==> src/rtl/core/gscd_pkg.sv <==
package gscd_pkg;

  localparam int ANGLE_W    = 8;
  localparam int DUTY_W     = 8;
  localparam int SCALE_W    = 5;
  localparam int MODE_W     = 2;
  localparam int NUM_PHASES = 3;
  localparam int SCALE_SHIFT = 4;
  localparam int PROD_W     = DUTY_W + SCALE_W;

  localparam int SWEEP_DIVIDER_DEF = 4;
  localparam int SWEEP_LIMIT_DEF   = 255;

  // Item modes
  localparam logic [MODE_W-1:0] MODE_TICK     = 2'd0;
  localparam logic [MODE_W-1:0] MODE_ROLL_WR  = 2'd1;
  localparam logic [MODE_W-1:0] MODE_PITCH_WR = 2'd2;

  // Register indexes on the configuration port
  localparam logic REG_ROLL_FROZEN  = 1'b0;
  localparam logic REG_PITCH_FROZEN = 1'b1;

  // Table offsets of phases A, B and C
  localparam logic [NUM_PHASES-1:0][ANGLE_W-1:0] PHASE_OFFSET = {8'd170, 8'd85, 8'd0};

  typedef struct packed {
    logic [MODE_W-1:0]  mode;
    logic [ANGLE_W-1:0] table_index;
    logic [DUTY_W-1:0]  table_value;
    logic [ANGLE_W-1:0] roll_angle;
    logic [ANGLE_W-1:0] pitch_angle;
    logic [SCALE_W-1:0] soft_start;
    logic               pids_drive;
    logic               frozen;
    logic               motor_test;
    logic               sweep_start;
    logic               sweep_on_pitch;
  } in_item_t;

  typedef struct packed {
    logic [DUTY_W-1:0]  roll_phase_a;
    logic [DUTY_W-1:0]  roll_phase_b;
    logic [DUTY_W-1:0]  roll_phase_c;
    logic [DUTY_W-1:0]  pitch_phase_a;
    logic [DUTY_W-1:0]  pitch_phase_b;
    logic [DUTY_W-1:0]  pitch_phase_c;
    logic               sweep_active;
    logic [ANGLE_W-1:0] sweep_angle;
  } out_item_t;

  // Per-item drive decision handed from angle selection to the scaling stage
  typedef struct packed {
    logic               drive_roll;
    logic               drive_pitch;
    logic               sweep_active;
    logic [ANGLE_W-1:0] sweep_angle;
  } drive_t;

endpackage

==> src/rtl/core/gscd_scale.sv <==
module gscd_scale
  import gscd_pkg::*;
(
  input  logic [DUTY_W-1:0]  entry,
  input  logic [SCALE_W-1:0] scale,
  output logic [DUTY_W-1:0]  duty
);

  logic [PROD_W-1:0]                 prod;
  logic [PROD_W-SCALE_SHIFT-1:0]     shifted;

  // Scale in sixteenths, saturate to full duty
  assign prod    = PROD_W'(entry) * PROD_W'(scale);
  assign shifted = prod[PROD_W-1:SCALE_SHIFT];
  assign duty    = (shifted > (PROD_W-SCALE_SHIFT)'({DUTY_W{1'b1}})) ?
                   {DUTY_W{1'b1}} : shifted[DUTY_W-1:0];

endmodule

==> config.mk <==
export PLATFORM = sky130hd
export DESIGN_NAME = gscd_scale
export DESIGN_NICKNAME = d
export VERILOG_FILES = /design/src/rtl/core/gscd_pkg.sv /design/src/rtl/core/gscd_scale.sv
export SDC_FILE = /design/constraint.sdc
export NUM_CORES = 1
export LEC_CHECK = 0
export ABC_CLOCK_PERIOD_IN_PS = 7200
export BUFFER_PORTS_ARGS = -buffer_cell sky130_fd_sc_hd__buf_2
export CELL_PAD_IN_SITES_DETAIL_PLACEMENT = 0
export CELL_PAD_IN_SITES_GLOBAL_PLACEMENT = 2
export CORE_UTILIZATION = 30
export DETAILED_ROUTE_END_ITERATION = 8
export GPL_TIMING_DRIVEN = 0
export PLACE_DENSITY = 0.76
export SYNTH_ARGS = -nofsm -noshare
export SYNTH_HDL_FRONTEND = slang
export SYNTH_SLANG_ARGS = --single-unit
export TNS_END_PERCENT = 5
==> constraint.sdc <==
create_clock -name vclk -period 7.2
set_input_delay 0.72 -clock vclk [all_inputs]
set_output_delay 0.72 -clock vclk [all_outputs]
set_load 0.01 [all_outputs]
==> impl_metrics.ini <==
[sta]
fmaxAchievable_mhz = 190
worst_pin_slew_ns = 0.452
relSlewSlack_pct = 69.6
rsz0062_at_grt = false
finalHoldViolCount = 0
finalSetupViolations = 0
fin_tns_setup_ns = 0
post-route-period-util_pct = 73.0
slew_violations = 0
layout_min_cycle_time_ns = 5.26

[logic_synthesis]
synthTopCellsByCount = and2_1, inv_1, ha_1, fa_1, nand2_1
netlist_instances = 146
synth_top_area_cell = fa_1
syn-cell-area_sq_um = 1260
synth_most_common_cell = and2_1
ys_seq_area_share_pct = 0
synth_nets = 195
synth_top_area_share_pct = 27.0
ys_types = 37
ys_top_cells_by_area = fa_1, ha_1, and2_1
avgSynthCellArea_sq_um = 8.65
ys_warn_count = 0

[grt]
grt_pass1_vias = 1007
grt.total_usage_pct = 12.6
grt_max_degree = 9
grt-ovfl-total = 0
grt_first_pass_wirelength_um = 4470
antenna_found_initial = 0

[cells_and_area]
antenna_cells = 0
drive_gt1_share_pct = 18.0
final_nets = 218
fin_util_pct = 35.5
clock_buffers = 0
seq_area_sq_um = 0
seq_cells = 0
fill_cells = 439
area_growth_syn_to_layout_pct = 13.3
fin_area_sq_um = 1430

[flow_run]
drv_cap = 0

[power_and_ir_drop]
p_switching_uw = 130
p_leak_uw = 0.000738
pwr-share-clk_pct = 0
p_int_uw = 102
cellPowerDensity_nw_per_um2 = 163
power_frac_comb_pct = 100.0
p_sw_share_pct = 56.1
vdd_drop_max_v = 0.0000399
pwr-share-seq_pct = 0

[placement]
hpwlAfterDp_um = 2400
dpl_cell_area_sq_um = 1430
port_buffers = 21
routabilityCongestion = 0.715

[critical_path]
cp-end-kind = output port
setup.worst_path.start = scale[4]
arrival_ns = 4.54
cp_slowest_stage_delay_ns = 0.55
start_kind = primary input
required_ns = 6.48
crit_type = primary input to output port
cp.buffers_inverters = 4
cp_max_fo = 8
cp_slowest_cell = fa_1
cpMostUsedCell = fa_1
crit_chain = buf_2 > and2_1 > fa_1 > fa_1 > inv_1 > fa_1 > inv_1 > ha_1 > and2_4 > nand3_4 > a211oi_4 > mux2i_2 > o211ai_1 > buf_2
path_delay_family = adder cells

[die]
die_w_um = 66.9
rows = 23
coreArea_sq_um = 4030
dieHeight_um = 66.9
start_util_pct = 31.3
design.die.area_sq_um = 4470
pin_count = 21

[outcome]
outcome = complete, no violations

[hold_path]
min_from = entry[1]
hold_path.class = primary input to output port

[detailed_routing]
firstDrtPassIters = 4
drcViolationCount = 0
routedWlPerCell_um = 12.1
via_per_inst = 5.04
wl_um = 2630
antenna_left = 0
vias = 1094
drtIter0Drc = 35

[clocking]
cts_resized = 0
post_cts_buffers = 0
hold_buffers = 0
==> area by class of cell <==
class | count | area, sq um | share of cell area [%]
multi-input cells | 125 | 1180 | 82.8
inverters | 21 | 78.8 | 5.51
repair buffers | 21 | 105 | 7.35
well taps | 50 | 62.6 | 4.37
==> power groups by stage <==
stage / combinational, uW / sequential [uW] / clock, uW
after floorplan: 171 / 0 / 0
after global placement: 233 / 0 / 0
after detailed placement: 236 / 0 / 0
after CTS: 237 / 0 / 0
after global routing: 262 / 0 / 0
final: 232 / 0 / 0
==> routing by layer <==
layer	routed length, um	share of wire (%)	track usage, %	vias to the layer above
met3	47	1.8	0.171	0
li1	-	-	-	552
met1	1260	48	19.0	533
met5	0	0	0	-
met2	1320	50	21.0	9
met4	0	0	0	0
==> through the flow <==
stage	worst slack, ns	power [uW]	instances	hold slack [ns]
2_1_floorplan	2.44	171	146	1.92
3_3_place_gp	1.98	233	217	2.17
3_5_place_dp	1.93	236	217	2.19
4_1_cts	1.92	237	217	2.20
5_1_grt	1.78	262	217	2.25
6_report	1.94	232	217	2.19
==> final timing paths <==
kind	to	slack, ns	cells past startpoint
max	duty[2]	1.94	14
min	duty[0]	2.19	6
==> kinds of logic after synthesis <==
logic type | count (synthesis) | synth area share, %
AOI/OAI and AO/OA | 27 | 18.1
muxes | 1 | 1.09
adders and majority gates | 36 | 45.8
buffers and inverters | 21 | 6.24
and+or+nand+nor | 59 | 27.4
xor gates and xnor gates | 2 | 1.39
==> cells in the final DEF, fill, tap and decap left out <==
cell type,n
a211oi_1,1
a211oi_4,1
a21boi_0,1
a21o_1,3
a21oi_1,5
a221o_2,1
a221oi_4,1
a311oi_1,1
and2_1,23
and2_2,1
and2_4,1
and3_2,1
and4_4,1
buf_2,21
fa_1,17
ha_1,19
inv_1,21
mux2i_2,1
nand2_1,14
nand3_1,4
nand3_4,1
nand3b_1,1
nand4_1,1
nor2_1,1
nor2b_1,1
nor3_1,6
nor3b_1,1
nor4b_1,1
o2111a_1,1
o211a_1,1
o211ai_1,4
o21a_1,3
o21ai_0,2
o21bai_1,1
o221ai_1,1
or3_1,1
xnor2_1,1
xor2_1,1
==> worst min-delay path, cell delays in order <==
cell,delay [ns]
buf_2,0.11
and2_2,0.21
a21o_1,0.16
xnor2_1,0.07
nand3_1,0.07
buf_2,0.13
Power figures use the tool's default switching activity.
