<file path="config.mk">
export PLATFORM = sky130hd
export DESIGN_NAME = gscd_ram
export DESIGN_NICKNAME = d
export VERILOG_FILES = /design/src/rtl/core/gscd_pkg.sv /design/src/rtl/core/gscd_ram.sv
export SDC_FILE = /design/constraint.sdc
export NUM_CORES = 2
export LEC_CHECK = 0
export BUFFER_PORTS_ARGS = -buffer_cell sky130_fd_sc_hd__buf_2
export CORE_UTILIZATION = 30
export CTS_CLUSTER_SIZE = 20
export DETAILED_ROUTE_END_ITERATION = 10
export SLEW_MARGIN = 10
export SYNTH_ARGS = -nofsm -noshare
export SYNTH_HDL_FRONTEND = slang
export SYNTH_SLANG_ARGS = --single-unit
</file>
<file path="constraint.sdc">
create_clock -name clk -period 3.9 [get_ports clk]
set_input_delay 0.39 -clock clk [delete_from_list [all_inputs] [get_ports clk]]
set_output_delay 0.39 -clock clk [all_outputs]
set_load 0.02 [all_outputs]
</file>
<file path="src/rtl/core/gscd_pkg.sv">
package gscd_pkg;

  localparam int ANGLE_W    = 8;
  localparam int DUTY_W     = 8;
  localparam int SCALE_W    = 5;
  localparam int MODE_W     = 2;
  localparam int NUM_PHASES = 3;
  localparam int SCALE_SHIFT = 4;
  localparam int PROD_W     = DUTY_W + SCALE_W;

  localparam int SWEEP_DIVIDER_DEF = 4;
  localparam int SWEEP_LIMIT_DEF   = 255;

  // Item modes
  localparam logic [MODE_W-1:0] MODE_TICK     = 2'd0;
  localparam logic [MODE_W-1:0] MODE_ROLL_WR  = 2'd1;
  localparam logic [MODE_W-1:0] MODE_PITCH_WR = 2'd2;

  // Register indexes on the configuration port
  localparam logic REG_ROLL_FROZEN  = 1'b0;
  localparam logic REG_PITCH_FROZEN = 1'b1;

  // Table offsets of phases A, B and C
  localparam logic [NUM_PHASES-1:0][ANGLE_W-1:0] PHASE_OFFSET = {8'd170, 8'd85, 8'd0};

  typedef struct packed {
    logic [MODE_W-1:0]  mode;
    logic [ANGLE_W-1:0] table_index;
    logic [DUTY_W-1:0]  table_value;
    logic [ANGLE_W-1:0] roll_angle;
    logic [ANGLE_W-1:0] pitch_angle;
    logic [SCALE_W-1:0] soft_start;
    logic               pids_drive;
    logic               frozen;
    logic               motor_test;
    logic               sweep_start;
    logic               sweep_on_pitch;
  } in_item_t;

  typedef struct packed {
    logic [DUTY_W-1:0]  roll_phase_a;
    logic [DUTY_W-1:0]  roll_phase_b;
    logic [DUTY_W-1:0]  roll_phase_c;
    logic [DUTY_W-1:0]  pitch_phase_a;
    logic [DUTY_W-1:0]  pitch_phase_b;
    logic [DUTY_W-1:0]  pitch_phase_c;
    logic               sweep_active;
    logic [ANGLE_W-1:0] sweep_angle;
  } out_item_t;

  // Per-item drive decision handed from angle selection to the scaling stage
  typedef struct packed {
    logic               drive_roll;
    logic               drive_pitch;
    logic               sweep_active;
    logic [ANGLE_W-1:0] sweep_angle;
  } drive_t;

endpackage

</file>
<file path="src/rtl/core/gscd_ram.sv">
module gscd_ram
  import gscd_pkg::*;
(
  input  logic               clk,
  input  logic               we,
  input  logic [ANGLE_W-1:0] waddr,
  input  logic [DUTY_W-1:0]  wdata,
  input  logic               re,
  input  logic [ANGLE_W-1:0] raddr,
  output logic [DUTY_W-1:0]  rdata
);

  logic [DUTY_W-1:0] mem [2**ANGLE_W];
  logic [DUTY_W-1:0] rdata_r;

  // Write port
  always_ff @(posedge clk) begin
    if (we) begin
      mem[waddr] <= wdata;
    end
  end

  // Registered read port, held between reads
  always_ff @(posedge clk) begin
    if (re) begin
      rdata_r <= mem[raddr];
    end
  end

  assign rdata = rdata_r;

endmodule

</file>
==> results.sh <==
export IMPL_cts_tree="built"
export IMPL_num_io_pins=35
export IMPL_async_reset_ff_share_pct=0
export IMPL_vdd_ir_drop_max_mv=0.412
export IMPL_antenna_left=0
export IMPL_seq_area_frac_synth_pct=77.5
export IMPL_grt_pass1_wl_um=294000
export IMPL_rows=188
export IMPL_vias=39400
export IMPL_synthesis_area_um2=79600
export IMPL_m1WireLength_um=83600
export IMPL_reg2reg_from="mem[67][7]$_DFFE_PP_"
export IMPL_slowest_delay_ps=830
export IMPL_grt_ovfl_total=0
export IMPL_synthDistinctLibCells=54
export IMPL_dr_wl_met2_um=99700
export IMPL_die_area_um2=268000
export IMPL_crit_path_max_fanout=1
export IMPL_status="finished clean"
export IMPL_gp_congestion=0.824
export IMPL_grt_max_degree=162
export IMPL_hp_class="in -> reg"
export IMPL_clk_pin_slew_ps=60
export IMPL_p_per_area_nw_per_um2=502
export IMPL_slew_violations=0
export IMPL_cts_buffers=208
export IMPL_max_cap_violations=0
export IMPL_die_y_um=517
export IMPL_cp_end_kind="flip-flop"
export IMPL_syn_inst=3733
export IMPL_synth_common_cells="2056 x edfxtp_1, 454 x mux4_2, 282 x nor2_1"
export IMPL_drive_above_1_share_pct=25.8
export IMPL_h_tree_depth=4
export IMPL_route_detailed_drc=0
export IMPL_wire_per_inst_um=26.3
export IMPL_crit_cells=6
export IMPL_initial_core_util_pct=30.3
export IMPL_hold_ws_ps=66.0
export IMPL_yosys_register_bits=2056
export IMPL_avgSynthCellArea_um2=21.3
export IMPL_tightest_slew_ps=1250
export IMPL_hold_path_startpoint="wdata[4]"
export IMPL_p_leak_nw=28.4
export IMPL_clockRootBuffer="clkbuf_16"
export IMPL_cp_cell_sequence="mux4_2, mux4_2, nor2b_1, nor4_1, buf_4, nor4_1"
export IMPL_clkLatencyLatePin_ps=850
export IMPL_dr_pass1_iters=5
export IMPL_ys_top_cells_by_area="edfxtp_1 78%, mux4_2 13%, mux2i_1 1.7%, nor2_1 1.3%, a22oi_1 1.3%"
export IMPL_rsz0062_at_grt="no"
export IMPL_port_buffers=34
export IMPL_die_w_um=517
export IMPL_cp_startpoint="mem[67][7]$_DFFE_PP_"
export IMPL_finish_net_count=4074
export IMPL_top_layer_used="met4"
export IMPL_routed_wl_um=204000
export IMPL_synth_most_common_cell="edfxtp_1"
export IMPL_rrSetupSlack_ps=850
export IMPL_setup_violations=0
export IMPL_whs_path_depth=1
export IMPL_wl_met3_um=15200
export IMPL_start_kind="flip-flop"
export IMPL_crit_required_ps=4480
export IMPL_path_delay_family="multiplexers"
export IMPL_min_period_over_period_pct=78.2
export IMPL_worst_path_max_delay_cell="nor4_1"
export IMPL_num_fill_cells=24100
export IMPL_cts_resized=0
export IMPL_synth_edf_count=2056
export IMPL_yosys_area_top_type_share_pct=77.5
export IMPL_dpl_hpwl_um=127000
export IMPL_syn_nets=3760
export IMPL_yosys_area_top_type="edfxtp_1"
export IMPL_period_minus_slack_ps=3050
export IMPL_cts_setup_buffers=0
export IMPL_core_area_um2=263000
export IMPL_clk_path_buf_depth=3
export IMPL_yosys_warnings=0
export IMPL_worst_clock_skew_ps=48.2
export IMPL_r2r_cells=6
export IMPL_antenna_found_initial=18
export IMPL_worstPathArrival_ps=3630
export IMPL_grt_total_usage_pct=15.2
export IMPL_drt_iter0_drc=4382
export IMPL_critical_path_class="reg -> reg"
export IMPL_synth_main_ff_cell="edfxtp_1"
export IMPL_syn_to_final_growth_pct=15.9
export IMPL_hold_viol=0
export IMPL_path_buf_inv=1
export IMPL_grt_pass1_vias=39900
export IMPL_cts_sinks=2056
export IMPL_max_clock_freq_mhz=328
export IMPL_relSlewSlack_pct=15.6
export IMPL_finalSetupTns_ps=0
export IMPL_routed_via_density=5.09
export IMPL_finalCoreUtilization_pct=35.1
==> metrics by stage <==
step	worst slack (ps)	power [mW]	cells	instance area (µm²)
floorplan	1430	26.0	3733	79600
global route	780	47.5	7728	92300
finish	851	46.3	7729	92300
detailed placement	1.74	27.2	7350	85600
global placement	-47.7	27.2	7350	85600
CTS	851	46.7	7727	92300
==> where the power goes <==
part           internal (mW)  switching (mW)  total (mW)  leakage, nW
Combinational          0.804            1.49        2.30         6.66
Clock                   11.2            8.43        19.6         3.25
Sequential              24.4          0.0371        24.4         18.5
==> cell families (layout without fill, tap and decap cells) <==
group | Yosys count | in the layout | synth area share, %
buffers and inverters | 235 | 714 | 1.83
AO/OA/AOI/OAI | 385 | 385 | 3.42
AND/OR/NAND/NOR | 466 | 466 | 2.63
flip-flops | 2056 | 2056 | 77.5
other | 0 | 2 | 0
multiplexers | 591 | 591 | 14.6
==> final timing paths <==
kind / end
setup / recovery: rdata[7]$_DFFE_PP_
hold / removal: mem[72][4]$_DFFE_PP_
setup reg to reg: rdata[7]$_DFFE_PP_
hold reg to reg: rdata[0]$_DFFE_PP_
==> cell type report <==
class	instances	area, µm²	area share [%]
Sequential cell	2056	61700	66.9
Antenna cell	2	5.00	0.00542
Inverter	2	7.51	0.00813
Timing Repair Buffer	337	2970	3.21
Clock inverter	122	1350	1.46
Tap cell	3515	4400	4.76
Multi-Input combinational cell	1442	16500	17.9
Clock buffer	253	5370	5.82
==> placed cells by master (no fill, tap or decap), types with 13 or more instances in the layout <==
master,n
a211oi_1,16
a21oi_1,96
a221oi_1,13
a22oi_1,133
buf_12,33
buf_2,22
buf_4,270
bufinv_16,20
clkbuf_1,45
clkbuf_16,208
clkinv_1,52
clkinv_2,25
edfxtp_1,2056
mux2i_1,134
mux4_2,454
nand2_1,33
nand3_1,34
nor2_1,279
nor2b_1,28
nor3_1,22
nor4_1,24
o221ai_1,46
o22ai_1,28
==> metal layers <==
| metal | GRT usage [%] | vias to the layer above |
|---|---|---|
| li1 | - | 16400 |
| met1 | 20.8 | 21000 |
| met2 | 24.9 | 1650 |
| met3 | 2.57 | 298 |
| met4 | 4.25 | 0 |
| met5 | 0 | - |
==> registers in the layout (all words and copies together), names as in the netlist <==
signal	cells
mem	2048
rdata	8
==> timing repair <==
action | in CTS | in global routing
hold endpoints to repair | 19 | 0
setup endpoints to repair | 0 | 0
hold buffers | 2 | 0
Note: power is estimated with default switching activity, not from simulation.
