--- src/rtl/core/gscd_pkg.sv ---
package gscd_pkg;

  localparam int ANGLE_W    = 8;
  localparam int DUTY_W     = 8;
  localparam int SCALE_W    = 5;
  localparam int MODE_W     = 2;
  localparam int NUM_PHASES = 3;
  localparam int SCALE_SHIFT = 4;
  localparam int PROD_W     = DUTY_W + SCALE_W;

  localparam int SWEEP_DIVIDER_DEF = 4;
  localparam int SWEEP_LIMIT_DEF   = 255;

  // Item modes
  localparam logic [MODE_W-1:0] MODE_TICK     = 2'd0;
  localparam logic [MODE_W-1:0] MODE_ROLL_WR  = 2'd1;
  localparam logic [MODE_W-1:0] MODE_PITCH_WR = 2'd2;

  // Register indexes on the configuration port
  localparam logic REG_ROLL_FROZEN  = 1'b0;
  localparam logic REG_PITCH_FROZEN = 1'b1;

  // Table offsets of phases A, B and C
  localparam logic [NUM_PHASES-1:0][ANGLE_W-1:0] PHASE_OFFSET = {8'd170, 8'd85, 8'd0};

  typedef struct packed {
    logic [MODE_W-1:0]  mode;
    logic [ANGLE_W-1:0] table_index;
    logic [DUTY_W-1:0]  table_value;
    logic [ANGLE_W-1:0] roll_angle;
    logic [ANGLE_W-1:0] pitch_angle;
    logic [SCALE_W-1:0] soft_start;
    logic               pids_drive;
    logic               frozen;
    logic               motor_test;
    logic               sweep_start;
    logic               sweep_on_pitch;
  } in_item_t;

  typedef struct packed {
    logic [DUTY_W-1:0]  roll_phase_a;
    logic [DUTY_W-1:0]  roll_phase_b;
    logic [DUTY_W-1:0]  roll_phase_c;
    logic [DUTY_W-1:0]  pitch_phase_a;
    logic [DUTY_W-1:0]  pitch_phase_b;
    logic [DUTY_W-1:0]  pitch_phase_c;
    logic               sweep_active;
    logic [ANGLE_W-1:0] sweep_angle;
  } out_item_t;

  // Per-item drive decision handed from angle selection to the scaling stage
  typedef struct packed {
    logic               drive_roll;
    logic               drive_pitch;
    logic               sweep_active;
    logic [ANGLE_W-1:0] sweep_angle;
  } drive_t;

endpackage

--- src/rtl/core/gscd_drive_sel.sv ---
module gscd_drive_sel
  import gscd_pkg::*;
#(
  parameter int SWEEP_DIVIDER = SWEEP_DIVIDER_DEF,
  parameter int SWEEP_LIMIT   = SWEEP_LIMIT_DEF
)
(
  input  logic               clk,
  input  logic               rst_n,
  input  logic               step,
  input  in_item_t           item,
  input  logic [ANGLE_W-1:0] roll_frozen,
  input  logic [ANGLE_W-1:0] pitch_frozen,
  output logic [ANGLE_W-1:0] roll_angle,
  output logic [ANGLE_W-1:0] pitch_angle,
  output drive_t             drive
);

  localparam logic [ANGLE_W-1:0] DIV_LOAD  = ANGLE_W'(SWEEP_DIVIDER);
  localparam logic [ANGLE_W-1:0] POS_LIMIT = ANGLE_W'(SWEEP_LIMIT);

  logic               running_r, running_nxt;
  logic               axis_r, axis_nxt;
  logic [ANGLE_W-1:0] pos_r, pos_nxt;
  logic [ANGLE_W-1:0] cnt_r, cnt_nxt;
  logic [ANGLE_W-1:0] test_r, test_nxt;

  // Pick the drive source by priority and advance the sweep and test angle
  always_comb begin
    running_nxt = running_r;
    axis_nxt    = axis_r;
    pos_nxt     = pos_r;
    cnt_nxt     = cnt_r;
    test_nxt    = test_r;
    roll_angle  = item.roll_angle;
    pitch_angle = item.pitch_angle;
    drive.drive_roll  = 1'b0;
    drive.drive_pitch = 1'b0;
    if (item.mode == MODE_TICK) begin
      if (item.sweep_start) begin
        running_nxt = 1'b1;
        axis_nxt    = item.sweep_on_pitch;
        pos_nxt     = '0;
        cnt_nxt     = DIV_LOAD;
      end
      if (item.pids_drive) begin
        drive.drive_roll  = 1'b1;
        drive.drive_pitch = 1'b1;
      end else if (running_nxt) begin
        if (cnt_nxt == '0) begin
          cnt_nxt = DIV_LOAD;
          if (pos_nxt < POS_LIMIT) begin
            pos_nxt = pos_nxt + 1'b1;
          end else begin
            running_nxt = 1'b0;
          end
        end
        cnt_nxt     = cnt_nxt - 1'b1;
        roll_angle  = pos_nxt;
        pitch_angle = pos_nxt;
        drive.drive_roll  = !axis_nxt;
        drive.drive_pitch = axis_nxt;
      end else if (item.frozen) begin
        roll_angle  = roll_frozen;
        pitch_angle = pitch_frozen;
        drive.drive_roll  = 1'b1;
        drive.drive_pitch = 1'b1;
      end else if (item.motor_test) begin
        roll_angle  = test_r;
        pitch_angle = test_r;
        test_nxt    = test_r + 1'b1;
        drive.drive_roll  = 1'b1;
        drive.drive_pitch = 1'b1;
      end
    end
    drive.sweep_active = running_nxt;
    drive.sweep_angle  = pos_nxt;
  end

  // Commit state on each accepted transaction
  always_ff @(posedge clk) begin
    if (!rst_n) begin
      running_r <= 1'b0;
      axis_r    <= 1'b0;
      pos_r     <= '0;
      cnt_r     <= '0;
      test_r    <= '0;
    end else if (step) begin
      running_r <= running_nxt;
      axis_r    <= axis_nxt;
      pos_r     <= pos_nxt;
      cnt_r     <= cnt_nxt;
      test_r    <= test_nxt;
    end
  end

endmodule

--- config.mk ---
export PLATFORM = sky130hd
export DESIGN_NAME = gscd_drive_sel
export DESIGN_NICKNAME = d
export VERILOG_FILES = /design/src/rtl/core/gscd_pkg.sv /design/src/rtl/core/gscd_drive_sel.sv
export SDC_FILE = /design/constraint.sdc
export NUM_CORES = 1
export LEC_CHECK = 0
export BUFFER_PORTS_ARGS = -buffer_cell sky130_fd_sc_hd__buf_2
export CORE_ASPECT_RATIO = 0.7
export CORE_MARGIN = 5
export CORE_UTILIZATION = 50
export DETAILED_ROUTE_END_ITERATION = 10
export PLACE_DENSITY_LB_ADDON = 0.08
export SLEW_MARGIN = 20
export SYNTH_ARGS = -nofsm -noshare
export SYNTH_HDL_FRONTEND = slang
export SYNTH_SLANG_ARGS = --single-unit
--- constraint.sdc ---
create_clock -name clk -period 4.39 [get_ports clk]
set_input_delay 0.878 -clock clk [delete_from_list [all_inputs] [get_ports clk]]
set_output_delay 0.878 -clock clk [all_outputs]
set_load 0.05 [all_outputs]
==> flow_metrics.tcl, run 1 <==
set metrics [dict create \
    finish.cell_count_without_fillers 474 \
    grt.total_usage 0.2355 \
    irDropWorstVdd_v 0.0001509 \
    status "complete, no violations" \
    power_density_mw_per_mm2 212.0 \
    fmaxAchievable_ghz 0.2394 \
    vias_per_cell 5.985 \
    layout_commonest_cell "buf_2" \
    wl_per_cell_um 16.23 \
    worst_ep_required_time_ps 3510 \
    wire_length_of_the_first_global_routing_pass_um 12160 \
    startpoint_type "input pin" \
    finalSetupViolations 0 \
    first_global_vias 2445 \
    hold_path_class "flip-flop to flip-flop" \
    cts-htree-levels 1 \
    place_hpwl_um 5996 \
    syn-instance-count 347 \
    synth_fp_nets 413 \
    worst_slew_margin_rel 0.5480 \
    grt_antenna_before_repair 0 \
    fp.dieW_um 93.86 \
    synth_edf_count 0 \
    postCtsSetupRepairBufs 0 \
    timing_worst_setup_path_type "input pin to output pin" \
    share_seq_of_total_power 0.381 \
    cts_hold_buffers_added 0 \
    synth_warnings 0 \
    residual_overflow_from_global_routing 0 \
    io-pin-count 90 \
    worst_ep_arrival_time_ps 3300 \
    antenna_cells 0 \
    post_cts_resize_count 0 \
    grt_setup_unrepaired "no" \
    later_pin_clock_latency_in_the_skew_report_ps 280 \
    worst-slew-pin-transition_ps 677.9 \
    flow.area_growth_from_synthesis_pct 20.95 \
    final_hold_viol_count 0 \
    place.detailed.instances 470 \
    critical_path.endpoint_type "output pin" \
    yosysSeqAreaShare 0.2115 \
    final_design_area_no_fill_mm2 0.002977 \
    placementRows 21 \
    p_clk_frac 0.327 \
    max-cap-violations 0 \
    clock_tree.root_cell "clkbuf_8" \
    mean_cell_area_of_the_mapped_netlist_um2 7.093 \
    hold-worst-slack_ps 470.6 \
    power_frac_comb 0.292 \
    initial_core_util 0.5147 \
    grt_start_max_net_pins 29 \
    die_h_um 68.70 \
    critical_path.max_fanout 7 \
    yosys_most_used_dff "dfxtp_1" \
    finalCritPeriodShare 0.9513 \
    period_minus_slack_ps 4176 \
    clockBufferDepth 2 \
    detail-route-antenna-nets 0 \
    power.net_switching_uw 209.6 \
    mostFrequentLayoutCells "buf_2 (68), nand2_1 (49), o21ai_0 (33), dfxtp_1 (26), nor2_1 (24)" \
    post_synth_instance_area_mm2 0.002461 \
    final_net_count 472 \
    gpl.final_weighted_congestion 0.8768 \
    synth_cell_types 61 \
    vias 2837 \
    fin_worst_skew_ps 7.153 \
    cell_internal_power_uw 421.5 \
    route.detailed.drc 0 \
    async_flop_share 0 \
    design.core.area_mm2 0.004782 \
    number_of_buffers_added_by_the_clock_tree_synthesis_step 3 \
    number_of_violations_reported_at_the_end_of_detailed_routing_iteration_0 307 \
    drv_slew 0 \
    detailed_place.area_mm2 0.002905 \
    p_leak_nw 1.241 \
    worst_slack_ps 213.7 \
    floorplan.die_area_mm2 0.006448 \
    postSynthRegisterBits 26 \
    cts.sink_count 26 \
    final_util 0.6224 \
    switching_share 0.3321 \
    fraction_of_final_layout_cells_sized_beyond_drive_strength_1 0.2593 \
    cts_tree "yes" \
    portbufs 68 \
    worst_slack_after_detailed_placement_ps 225.0 \
    totalWireLength_um 7694 \
    drt_first_pass_iters 4 \
    clock_slew_at_the_register_clock_pins_of_the_worst_setup_and_hold_paths_ps 100 \
]
sequential cells by signal, summed over array words and instances (netlist names):
register and count:
axis_r 1, cnt_r 8, pos_r 8, running_r 1, test_r 8
synthesized netlist by cell type (2+ instances only):
master,n,share of area
mux2i_1,10,0.041
o211a_1,2,0.0081
a21o_1,2,0.0061
o31ai_1,4,0.012
nor3b_1,2,0.0061
a211oi_1,3,0.0092
nor3_1,10,0.020
a221o_1,4,0.016
nor4_1,9,0.023
xnor2_1,9,0.032
a32o_1,2,0.0081
nor2_1,24,0.037
ha_1,3,0.015
nand4_1,6,0.015
o21a_1,4,0.012
a2bb2oi_1,2,0.0071
nand4b_1,3,0.011
nor2b_1,9,0.023
inv_1,8,0.012
buf_2,2,0.0041
nand3_1,3,0.0061
a22oi_1,7,0.021
a31oi_1,4,0.010
or2_2,2,0.0051
a22o_1,4,0.014
clkbuf_1,24,0.037
nand2_1,51,0.078
o21ai_0,37,0.075
a21boi_0,2,0.0061
nand2b_1,3,0.0076
a21oi_1,18,0.037
o31a_1,2,0.0071
or3_1,2,0.0051
xor2_1,3,0.011
and4b_1,3,0.012
dfxtp_1,26,0.21
or4_1,2,0.0061
o211ai_1,4,0.012
o2111ai_1,2,0.0071
and2_1,9,0.023
power groups by stage:
stage | logic (mW) | clock network [mW] | registers [mW]
6_report | 0.185 | 0.206 | 0.240
5_1_grt | 0.198 | 0.220 | 0.241
4_1_cts | 0.183 | 0.211 | 0.240
3_5_place_dp | 0.183 | 0 | 0.246
3_3_place_gp | 0.181 | 0 | 0.245
2_1_floorplan | 0.129 | 0 | 0.244
per-stage QoR:
step                power [mW]  TNS (ps)
floorplan               0.3736    -767.1
global placement        0.4269         0
detailed placement      0.4283         0
CTS                     0.6342         0
global route            0.6585         0
finish                  0.6311         0
worst max-delay path, cell delays in order:
cell and delay [ps]:
buf_2 140, buf_4 160, nor2b_1 200, ha_1 230, nand4b_1 220, o211ai_1 510, nor2_1 230, a31o_2 280
a21oi_1 180, buf_2 290
path summary, 6_finish.rpt:
kind,startpoint,to,slack [ps],cells past startpoint
max,item[1],drive[4],210,10
min,axis_r$_SDFFE_PN0P_,axis_r$_SDFFE_PN0P_,470,2
max reg2reg,cnt_r[0]$_SDFFE_PN0P_,pos_r[2]$_SDFFE_PN0P_,2050,7
min reg2reg,axis_r$_SDFFE_PN0P_,axis_r$_SDFFE_PN0P_,470,2
kinds of logic (layout without fill, tap and decap cells):
| logic type | count (synthesis) | count (layout) | share of synthesized area |
|---|---|---|---|
| AO/OA/AOI/OAI | 114 | 114 | 0.3157 |
| XOR/XNOR | 12 | 12 | 0.04271 |
| adder cells (fa/ha/maj) | 3 | 3 | 0.01525 |
| buffers and inverters | 36 | 94 | 0.06050 |
| flip-flops | 26 | 26 | 0.2115 |
| multiplexers | 10 | 10 | 0.04067 |
| AND/OR/NAND/NOR | 146 | 146 | 0.3137 |
cell type report:
class / count / area, µm²
clock inverters: 1 / 30.03
inverters: 8 / 30.03
flip-flops and latches: 26 / 520.5
multi-input cells: 285 / 1823
well taps: 69 / 86.33
clock buffers: 3 / 41.29
fillers: 469 / 1805
repair buffers: 82 / 445.4
layer usage:
layer  up-vias  GRT usage  routed length (µm)
li1       1408          -                   -
met5         -          0                   0
met4         0    0.03243                  24
met3         2    0.05423                 578
met2       103     0.3413                3206
met1      1324     0.3580                3885
(Power assumes the default switching activity.)
==> run 2, diff against run 1 <==
CORE_MARGIN = not set   (was 5)
==> run 2 against run 1 <==
Total power up 0.58%. Die area down 19%. Sequential cell count unchanged. Clock power up 2%. Core utilization up 3.2 points. Sequential power about the same. Register-to-register slack better by 30 ps. Worst hold slack better by 9.8 ps. Setup slack worse by 13 ps. Critical path depth down 1. Via count up 3.0%.
==> flow_metrics.tcl, run 2 (synthesized netlist as in run 1, its figures left out) <==
set metrics [dict create \
    drv_slew 0 \
    final_util 0.6547 \
    layout_commonest_cell "buf_2" \
    clockBufferDepth 2 \
    drt_first_pass_iters 5 \
    max-cap-violations 0 \
    grt_antenna_before_repair 0 \
    fp.dieW_um 85.86 \
    hold-worst-slack_ps 480.4 \
    antenna_cells 0 \
    number_of_violations_reported_at_the_end_of_detailed_routing_iteration_0 269 \
    detail-route-antenna-nets 0 \
    cts-htree-levels 1 \
    finalCritPeriodShare 0.9542 \
    grt_start_max_net_pins 29 \
    fmaxAchievable_ghz 0.2387 \
    clock_slew_at_the_register_clock_pins_of_the_worst_setup_and_hold_paths_ps 100 \
    period_minus_slack_ps 4189 \
    portbufs 68 \
    mostFrequentLayoutCells "buf_2 (68), nand2_1 (49), o21ai_0 (33), dfxtp_1 (26), nor2_1 (24)" \
    clock_tree.root_cell "clkbuf_8" \
    residual_overflow_from_global_routing 0 \
    status "complete, no violations" \
    power_density_mw_per_mm2 214.1 \
    cts_hold_buffers_added 0 \
    totalWireLength_um 7558 \
    grt_setup_unrepaired "no" \
    report.power.total_uw 634.8 \
    n_fill_cell 396 \
    p_leak_nw 1.236 \
    gpl.final_weighted_congestion 0.9281 \
    ff_latch_area_um2 520.5 \
    place_hpwl_um 5706 \
    post_cts_resize_count 0 \
    wl_per_cell_um 16.08 \
    worst-slew-pin-transition_ps 635.7 \
    vias 2922 \
    startpoint_type "input pin" \
    final_design_area_no_fill_mm2 0.002965 \
    largestRegisters "cnt_r (8), pos_r (8), test_r (8)" \
    fraction_of_final_layout_cells_sized_beyond_drive_strength_1 0.2574 \
    detailed_place.area_mm2 0.002894 \
    placementRows 20 \
    hold_path_class "flip-flop to flip-flop" \
    floorplan.die_area_mm2 0.005211 \
    fin_worst_skew_ps 9.186 \
    multi_input_area_mm2 0.001823 \
    worst_ep_required_time_ps 3510 \
    design.core.area_mm2 0.004529 \
    worst_slew_margin_rel 0.5762 \
    die_h_um 60.70 \
    cts.sink_count 26 \
    worst_ep_arrival_time_ps 3310 \
    vias_per_cell 6.217 \
    critical_path.max_fanout 7 \
    postCtsSetupRepairBufs 0 \
    first_global_vias 2374 \
    flow.area_growth_from_synthesis_pct 20.49 \
    initial_core_util 0.5434 \
    io-pin-count 90 \
    irDropWorstVdd_v 0.0001713 \
    wire_length_of_the_first_global_routing_pass_um 11870 \
    later_pin_clock_latency_in_the_skew_report_ps 290 \
    final_net_count 471 \
    final_setup_tns_ps 0 \
    cts_tree "yes" \
    grt.total_usage 0.2937 \
    number_of_buffers_added_by_the_clock_tree_synthesis_step 3 \
    final_hold_viol_count 0 \
    finalSetupViolations 0 \
    timing_worst_setup_path_type "input pin to output pin" \
    critical_path.endpoint_type "output pin" \
    route.detailed.drc 0 \
]
[run 2: cell types whose count changed in the layout (fill, tap and decap cells not counted), sizes merged]
cell	change
buf	-1
[run 2: final cells by class]
type / count / share of cell area
inverter: 8 / 0.01013
clock buffer: 3 / 0.01392
tap: 66 / 0.02785
sequential: 26 / 0.1755
multi-input combinational: 285 / 0.6148
timing repair buffer: 81 / 0.1477
clock inverter: 1 / 0.01013
[run 2: critical path, cell delays in order]
cell and delay (ps):
buf_2 170, inv_1 90, nand2_1 80, ha_1 180
or4b_4 490, or4_1 660, a221o_2 440, nand2_2 60
buf_2 250
[run 2: power by group]
group          internal, mW  switching [mW]  leakage [nW]
clock                 0.122          0.0871        0.0357
combinational        0.0615           0.124         0.990
sequential            0.237         0.00276         0.210
[run 2: per-stage QoR]
stage               setup slack, ps  instances
detailed placement            225.6        466
global route                  78.02        470
global placement              225.0        466
CTS                           213.6        470
floorplan                    -372.5        347
finish                        201.0        470
[run 2: worst paths after layout]
path	depth (start not counted)	start	slack, ps	to
min reg2reg	2	axis_r$_SDFFE_PN0P_	480	axis_r$_SDFFE_PN0P_
max	9	item[1]	200	roll_angle[6]
min	2	axis_r$_SDFFE_PN0P_	480	axis_r$_SDFFE_PN0P_
max reg2reg	6	cnt_r[0]$_SDFFE_PN0P_	2080	running_r$_SDFFE_PN0P_
[run 2: layer usage]
metal,GRT usage,vias up,routed length (µm),share of wire
met2,0.4160,174,2956,0.39
met4,0.06905,0,122,0.016
met1,0.4605,1330,3806,0.50
met5,0,-,0,0
li1,-,1401,-,-
met3,0.04490,17,673,0.089
